==> config.mk <==
export PLATFORM = sky130hd
export DESIGN_NAME = pfba_ctrl
export DESIGN_NICKNAME = d
export VERILOG_FILES = /design/src/rtl/pfba_pkg.sv /design/src/rtl/pfba_ctrl.sv
export SDC_FILE = /design/constraint.sdc
export NUM_CORES = 1
export LEC_CHECK = 0
export BUFFER_PORTS_ARGS = -buffer_cell sky130_fd_sc_hd__buf_4
export CORE_AREA = 5 5 42 44
export CTS_BUF_LIST = sky130_fd_sc_hd__clkbuf_8 sky130_fd_sc_hd__clkbuf_16
export DETAILED_ROUTE_END_ITERATION = 10
export DIE_AREA = 0 0 47 49
export HOLD_SLACK_MARGIN = 0.03
export PLACE_DENSITY = 0.47
export SYNTH_ARGS = -nofsm -noshare
export SYNTH_HDL_FRONTEND = slang
export SYNTH_SLANG_ARGS = --single-unit
==> constraint.sdc <==
create_clock -name clk -period 1.2 [get_ports clk]
set_clock_uncertainty 0.1 [all_clocks]
set_input_delay 0.24 -clock clk [delete_from_list [all_inputs] [get_ports clk]]
set_output_delay 0.24 -clock clk [all_outputs]
set_load 0.02 [all_outputs]
==> src/rtl/pfba_pkg.sv <==
// Shared types, constants and helpers for the page frame bitmap allocator.
// Used by pfba_ctrl, pfba_dp, the top level and the checker; depends on nothing.
package pfba_pkg;

  localparam int FRAME_COUNT = 8192;
  localparam int PAGE_BYTES  = 4096;
  localparam int PAGE_SHIFT  = $clog2(PAGE_BYTES);
  localparam int BYTE_W      = 8;
  localparam int BIT_IX_W    = $clog2(BYTE_W);
  localparam int MAP_BYTES   = FRAME_COUNT / BYTE_W;
  localparam int MAP_FRAMES  = MAP_BYTES * BYTE_W;
  localparam int MAP_AW      = $clog2(MAP_BYTES);

  localparam int ADDR_W      = 32;
  localparam int STATUS_W    = 2;
  localparam int COUNT_W     = 14;
  localparam int CFG_IDX_W   = 1;

  // Frame number of a byte address, and the same with one spare bit for round-up.
  localparam int FRAME_W     = ADDR_W - PAGE_SHIFT;
  // Byte index into the bitmap as derived from a 32-bit bound, before clamping.
  localparam int SB_W        = FRAME_W + 1 - BIT_IX_W;

  localparam logic [ADDR_W-1:0] HIGH_BOUND_RESET = ADDR_W'(33554432);
  localparam logic [BYTE_W-1:0] BYTE_FULL        = '1;

  localparam logic OP_ALLOC = 1'b0;
  localparam logic OP_FREE  = 1'b1;

  localparam logic [CFG_IDX_W-1:0] REG_LOW_BOUND  = CFG_IDX_W'(0);
  localparam logic [CFG_IDX_W-1:0] REG_HIGH_BOUND = CFG_IDX_W'(1);

  typedef enum logic [STATUS_W-1:0] {
    ST_OK           = 2'd0,
    ST_OOM          = 2'd1,
    ST_ALREADY_FREE = 2'd2,
    ST_RANGE        = 2'd3
  } status_t;

  typedef enum logic [2:0] {
    S_CLEAR,
    S_IDLE,
    S_SCAN,
    S_FREE_CHK,
    S_POST
  } state_t;

  typedef struct packed {
    logic clr;       // write one zero byte of the clearing sweep
    logic accept;    // latch a new request
    logic scan;      // allocate scan in progress
    logic free_chk;  // check and clear the bit of a free request
    logic post;      // move the result into the output register
  } cmd_t;

  typedef struct packed {
    logic clr_last;
    logic scan_done;
    logic out_busy;
  } sts_t;

  // Index of the lowest clear bit; only meaningful when some bit is clear.
  function automatic logic [BIT_IX_W-1:0] first_zero(input logic [BYTE_W-1:0] b);
    logic [BIT_IX_W-1:0] f;
    f = '0;
    for (int i = BYTE_W - 1; i >= 0; i--) begin
      if (!b[i]) f = BIT_IX_W'(i);
    end
    return f;
  endfunction

endpackage

==> src/rtl/pfba_ctrl.sv <==
// Sequencing state machine of the page frame bitmap allocator.
// Depends on pfba_pkg; drives pfba_dp through command and status structs.
module pfba_ctrl (
  input  logic          clk,
  input  logic          rst_n,
  input  logic          in_valid,
  input  logic          in_operation,
  output logic          in_stall,
  input  pfba_pkg::sts_t sts,
  output pfba_pkg::cmd_t cmd
);
  import pfba_pkg::*;

  state_t state_r, state_nxt;

  always_ff @(posedge clk) begin
    if (!rst_n) state_r <= S_CLEAR;
    else        state_r <= state_nxt;
  end

  always_comb begin
    state_nxt = state_r;
    cmd       = '0;
    in_stall  = 1'b1;
    case (state_r)
      S_CLEAR: begin
        cmd.clr = 1'b1;
        if (sts.clr_last) state_nxt = S_IDLE;
      end
      S_IDLE: begin
        in_stall = 1'b0;
        if (in_valid) begin
          cmd.accept = 1'b1;
          state_nxt  = (in_operation == OP_FREE) ? S_FREE_CHK : S_SCAN;
        end
      end
      S_SCAN: begin
        cmd.scan = 1'b1;
        if (sts.scan_done) state_nxt = S_POST;
      end
      S_FREE_CHK: begin
        cmd.free_chk = 1'b1;
        state_nxt    = S_POST;
      end
      S_POST: begin
        // Wait for the output register to drain before handing over the result.
        if (!sts.out_busy) begin
          cmd.post  = 1'b1;
          state_nxt = S_IDLE;
        end
      end
      default: state_nxt = S_CLEAR;
    endcase
  end

endmodule

After elaboration in Yosys (flattened, before gate mapping)
Index checks and enable logic that the tools add are counted.
{"block": "word_totals", "regBits": 3, "inputBits": 7, "output_inout_bits": 6, "elab_cells": 25}
{"block": "op_classes", "n_eq_ne": 8, "mux": 14, "reduce_logical": 2}
{"op": "$pmux 3 s5", "count": 1}
{"op": "$mux 3", "count": 4}
{"op": "$mux 1", "count": 9}
{"op": "$ne 2x2->1 const B", "count": 4}
{"op": "$eq 3x2->1 const B", "count": 2}
{"op": "$reduce_and 4->1", "count": 1}
{"op": "$eq 3x1->1 const B", "count": 1}
{"op": "$eq 3x3->1 const B", "count": 1}
{"op": "$logic_not 3->1", "count": 1}

Depth between registers and ports, before layout
Gate-level depths: netlist of run 1.
{"block": "depth", "word_depth": 3, "depth_mapped": 4}

Worst setup path before layout of run 1
Ideal clock, no wire load.
{"block": "synth_path", "kind": "register to output", "startpoint": "register state_r[0]", "endpoint": "output port cmd[0] (netlist name)", "arrival_time_ns": 1.184, "t_required_ns": 0.860, "path_slack_ns": -0.324, "path_stages_with_launch": 3, "path_buffers": 1, "cell_sequence": "dfxtp_1 buf_6 nor4b_1"}
{"element": "from (decl)", "line": "pfba_ctrl.sv:14", "rtl": "state_t state_r, state_nxt;"}
{"element": "from (signal assigned)", "line": "pfba_ctrl.sv:18", "rtl": "else state_r <= state_nxt;"}
{"element": "to (decl)", "line": "pfba_ctrl.sv:10", "rtl": "output pfba_pkg::cmd_t cmd"}

==> results.md, run 1 <==
- HPWL after DPL: 573 microns
- Syn nets: 37
- Routability Congestion: 0.684
- Syn_area_per_cell: 8.59 sq um
- Synth Register Bits: 3
- Routed via count: 324
- Max reg flops: 3
- Die area: 2300 sq um
- First-pass GRT wire length: 1280 microns
- R2r endpoint: state_r[0]$_SDFFE_PN0P_
- CTS tree: done
- GRT Overall Usage: 0.0809
- Area grow syn2layout: 125%
- Tightest Pin Transition: 0.177 ns
- Worst-path fanout max: 4
- Post-Syn Area: 258 sq um
- Crit-path cells: or3_4, nor2_4, buf_6
- Core box area: 1400 sq um
- Final setup fails: 7
- Min Hold Slack: 0.154 ns
- Hold Crit Endpoint: state_r[2]$_SDFFE_PN0P_
- Post-synthesis async set-or-reset flop share: 0
- Diode count: 0
- Max clock buf depth: 2
- Post-synth EDFFs: 0
- Detailed Route WL: 818 microns
- Status: finished, violations left
- RSZ-0062 raised after global routing: yes
- Detail Route Antenna Nets: 0
- F_max: 0.667 GHz
- Vias in the first global route: 333
- Post-synthesis sequential area ratio: 0.233
- Violated checks: setup timing
- Min-Delay Path Depth: 2
- Crit path largest cell delay: 0.39 ns
- Skew-Pair Late Insertion Delay: 0.22 ns
- Initial core utilization: 0.184
- Total grt overflow: 0
- Clock sinks: 3
- Largest Register: state_r
- VDD IR max: 0.319 mV
- Biggest area consumer among synthesized cells: dfxtp_1
- Root Buffer: clkbuf_8
- Initial antenna violation count: 0
- Row count: 14
- First-pass detailed-route iteration total: 2
- Synth unique cells: 22
- Biggest regs: state_r: 3 flops
- Main area contributors after synthesis: dfxtp_1, nor2_1, o32ai_2, and4bb_2, buf_6
- Post-Place Cells: 64
- Critical path type: reg2out
- Reg2Reg Setup Slack: -0.15 ns
- Reg2reg start: state_r[2]$_SDFFE_PN0P_
- Iteration-0 DRC Markers: 1
- WP data arrival: 1.16 ns
- Setup WS post-layout: -0.300 ns
- Post-route insts no fill: 73
- Die W: 47 microns
- Crit path max-delay cell type: or3_4
- Period utilisation layout: 1.25
- Cell with the most instances after synthesis: nor2_1
- Startpoint Class: register
- Required time of the critical path: 0.86 ns
- IO Pins: 13
- Relative slew slack: 0.881
- Port bufs: 12
- Main synth FF type: dfxtp_1
- PD cells: 1150 nW/um^2
- Synth warn: 0
- Synth top area share: 0.233
- Gate Count Post-Synth: 30
- WP buf/inv: 1
- Leak: 0.253 nW
- Via/cell ratio: 4.44
- Htree depth: 1
- Crit end category: output port
- Die height: 49 microns
- Wire length per cell: 11.2 microns
- Final hold vios: 0
- Max_cap viols: 0
- Layout Nets: 65
- Top delay family on crit path: simple AND/OR/NAND/NOR gates
- Top cell types by occurrence after synthesis: nor2_1, dfxtp_1, inv_1, nor3_1
- Share of cells above drive strength 1: 0.807
- Reg clk slew, reported paths: 0.03 ns
- Residual DRC count: 0
- Slew Viols, Final: 0
- Largest net degree at the start of global routing: 9
- Min cycle time layout: 1.50 ns
- Worst r2r path cells: 4
- Hold_sp: rst_n
- Cts bufs inserted: 3
- Hold Path Class: in2reg
==> cell type report <==
cell class | instances | area, sq um
Clock buffer | 3 | 41.3
Tap cell | 16 | 20.0
Sequential cell | 3 | 66.3
Multi-Input combinational cell | 22 | 224
Timing Repair Buffer | 25 | 214
Fill cell | 154 | 821
Clock inverter | 1 | 3.75
Inverter | 3 | 11.3
==> logic make-up (layout without fill, tap and decap cells) <==
| logic type | after synthesis | count (layout) | share of synthesized area |
|---|---|---|---|
| and+or+nand+nor | 16 | 16 | 0.427 |
| AOI/OAI and AO/OA | 5 | 5 | 0.180 |
| buffers and inverters | 5 | 32 | 0.117 |
| DFF | 3 | 3 | 0.233 |
| muxes | 1 | 1 | 0.0437 |
==> worst max path at each step <==
stage,slack [ns],from,end,depth (start not counted)
after floorplan,-0.16,state_r[0]$_SDFFE_PN0P_,cmd[3],4
after global placement,-0.11,state_r[2]$_SDFFE_PN0P_,state_r[0]$_SDFFE_PN0P_,4
after detailed placement,-0.11,state_r[2]$_SDFFE_PN0P_,cmd[3],3
after CTS,-0.32,state_r[0]$_SDFFE_PN0P_,cmd[3],4
after global routing,-0.34,state_r[0]$_SDFFE_PN0P_,cmd[3],4
final,-0.30,state_r[2]$_SDFFE_PN0P_,cmd[3],3
==> per-layer routing <==
metal | track usage | wire length [microns] | up-vias
met2 | 0.118 | 399 | 10
met3 | 0 | 40 | 3
li1 | - | - | 160
met1 | 0.0919 | 348 | 151
met5 | 0 | 0 | -
met4 | 0.0968 | 29 | 0
==> power breakdown <==
group	internal, mW	total (mW)	switching, mW	leakage (nW)
Combinational	0.144	0.262	0.118	0.200
Sequential	0.110	0.119	0.00916	0.0261
Clock	0.218	0.288	0.0699	0.0269
Total	0.472	0.669	0.197	0.253
==> through the flow <==
stage          utilization  setup TNS [ns]  instance area, sq um  worst slack, ns  power [mW]
2_1_floorplan            -          -0.329                   277           -0.161       0.241
3_3_place_gp         0.303          -0.398                   424           -0.110       0.326
3_5_place_dp         0.303          -0.327                   424           -0.106       0.325
4_1_cts              0.392           -1.59                   549           -0.323       0.677
5_1_grt              0.414           -1.75                   581           -0.336       0.710
6_report             0.414           -1.49                   581           -0.300       0.669
==> what timing repair did <==
item	in CTS	in global routing
resized for setup	14	4
setup endpoints to repair	8	8
cloned	0	0
pin swaps	4	4
hold endpoints to repair	0	0
hold buffers	0	0
setup buffers	3	3
==> cells in the final DEF (no fill, tap or decap), types with 2 or more instances in the layout <==
master	Yosys	routed
buf_4	1	18
buf_6	1	7
clkbuf_8	0	3
dfxtp_2	0	2
inv_1	2	3
nor2_1	5	2
nor2_4	0	3
Note: power is estimated with default switching activity, not from simulation.
==> run 2, diff against run 1 <==
CTS_BUF_LIST = sky130_fd_sc_hd__clkbuf_16   (was sky130_fd_sc_hd__clkbuf_8 sky130_fd_sc_hd__clkbuf_16)
==> results.md, run 2 (synthesis results as in run 1) <==
- Wire length per cell: 11.5 microns (+2.2%)
- Min cycle time layout: 1.51 ns (+0.00901 ns)
- Total power after layout: 0.909 mW (+36%)
- Top delay family on crit path: simple AND/OR/NAND/NOR gates
- Largest net degree at the start of global routing: 9 (unchanged)
- Status: finished, violations left
- Max_cap viols: 0 (unchanged)
- First-pass detailed-route iteration total: 2 (unchanged)
- Vias in the first global route: 337 (+1.2%)
- Max clock buf depth: 2 (unchanged)
- Slew Viols, Final: 0 (unchanged)
- Core box area: 1400 sq um (unchanged)
- Crit-path cells: or3_4, nor2_4, buf_6
- Placed Area: 424 sq um (unchanged)
- Htree depth: 1 (unchanged)
- Row count: 14 (unchanged)
- RSZ-0062 raised after global routing: yes
- Reg clk slew, reported paths: 0.03 ns (about the same)
- Pre-CTS WS: -0.106 ns (unchanged)
- R2r endpoint: state_r[0]$_SDFFE_PN0P_
- Hold Buf Count CTS: 0 (unchanged)
- VDD IR max: 0.416 mV (+31%)
- Diode count: 0 (unchanged)
- Detailed Route WL: 836 microns (+2.2%)
- Reg2reg start: state_r[2]$_SDFFE_PN0P_
- Period utilisation layout: 1.26 (+0.00751)
- Violated checks: setup timing
- Die area: 2300 sq um (unchanged)
- Critical path type: reg2out
- Startpoint Class: register
- Setup WS post-layout: -0.309 ns (-0.00901 ns)
- Residual DRC count: 0 (unchanged)
- GRT Overall Usage: 0.0816 (+0.000703)
- Most frequent cells in the layout: buf_4, buf_6, nor2_4, inv_1, clkbuf_16
- IO Pins: 13 (unchanged)
- Layout Nets: 65 (unchanged)
- Share of cells above drive strength 1: 0.807 (unchanged)
- Most common cell after layout, fill and taps aside: buf_4
- Die height: 49 microns (unchanged)
- CTS tree: done
- Worst r2r path cells: 4 (unchanged)
- WP buf/inv: 1 (unchanged)
- Post-route cell area: 614 sq um (+5.8%)
- Required time of the critical path: 0.86 ns (about the same)
- Area grow syn2layout: 138%
- Final hold vios: 0 (unchanged)
- Clock sinks: 3 (unchanged)
- Initial core utilization: 0.184 (unchanged)
- Worst-path fanout max: 4 (unchanged)
- Initial antenna violation count: 0 (unchanged)
- Root Buffer: clkbuf_16
- WP data arrival: 1.17 ns (about the same)
- HPWL after DPL: 573 microns (unchanged)
- Reg2Reg Setup Slack: -0.15 ns (about the same)
- Port bufs: 12 (unchanged)
- Total grt overflow: 0 (unchanged)
- Relative slew slack: 0.881 (unchanged)
- Core Util, Final: 0.438 (+0.0241)
- Routed via count: 318 (-1.9%)
- Routability Congestion: 0.684 (unchanged)
- First-pass GRT wire length: 1300 microns (+1.6%)
- Max reg flops: 3 (unchanged)
- Detail Route Antenna Nets: 0 (unchanged)
- Min-Delay Path Depth: 2 (unchanged)
- Hold Path Class: in2reg
- F_max: 0.663 GHz (-0.60%)
- Leak: 0.268 nW (+6.1%)
- Crit path max-delay cell type: or3_4
- Iteration-0 DRC Markers: 4 (+3)
- Crit end category: output port
- Skew-Pair Late Insertion Delay: 0.23 ns (about the same)
- Final setup fails: 7 (unchanged)
- Hold Crit Endpoint: state_r[2]$_SDFFE_PN0P_
- Via/cell ratio: 4.36 (-1.9%)
- Biggest regs: state_r: 3 flops
- Crit path largest cell delay: 0.39 ns (about the same)
- Tightest Pin Transition: 0.177 ns (+0.000000119 ns)
- Setup TNS: -1.55 ns (-0.0550 ns)
- Die W: 47 microns (unchanged)
- Cts bufs inserted: 3 (unchanged)
- Hold_sp: rst_n
- Largest Register: state_r
- PD cells: 1480 nW/um^2 (+28%)
run 2: cell counts in the layout (fill, tap and decap cells not counted):
Identical to the previous run, type by type.
run 2: layout make-up:
cell class	instances	area, sq um
Tap cell	16	20.0
Clock inverter	1	3.75
Timing Repair Buffer	25	214
Fill cell	146	787
Clock buffer	3	75.1
Multi-Input combinational cell	22	224
Sequential cell	3	66.3
Inverter	3	11.3
run 2: per-layer routing:
layer  wire, microns  part of all wire  GRT usage  vias up
met5               0                 0          0        -
met3              42             0.050     0.0111        2
met1             360              0.43     0.0941      146
met4              17             0.020     0.0829        0
met2             415              0.50      0.118       10
li1                -                 -          -      160
run 2: per-stage QoR:
step | cells | hold slack [ns]
2_1_floorplan | 30 | 0.251
3_3_place_gp | 64 | 0.375
3_5_place_dp | 64 | 0.375
4_1_cts | 71 | 0.150
5_1_grt | 73 | 0.162
6_report | 73 | 0.147
run 2: worst max-delay path by stage:
stage,start,end,slack [ns],cells after the start
floorplan,state_r[0]$_SDFFE_PN0P_,cmd[3],-0.16,4
global placement,state_r[2]$_SDFFE_PN0P_,state_r[0]$_SDFFE_PN0P_,-0.11,4
detailed placement,state_r[2]$_SDFFE_PN0P_,cmd[3],-0.11,3
CTS,state_r[0]$_SDFFE_PN0P_,cmd[3],-0.33,4
global route,state_r[0]$_SDFFE_PN0P_,cmd[3],-0.34,4
finish,state_r[2]$_SDFFE_PN0P_,cmd[3],-0.31,3
run 2: power by group:
group / switching (mW) / total (mW) / internal (mW)
sequential: 0.00921 / 0.119 / 0.110
clock: 0.0969 / 0.527 / 0.430
combinational: 0.118 / 0.262 / 0.144
run 2: what timing repair did:
action                                  CTS  global route
endpoints found under the setup margin    8             8
pin swaps                                 4             4
gates resized for setup                  14             4
setup buffers                             3             3
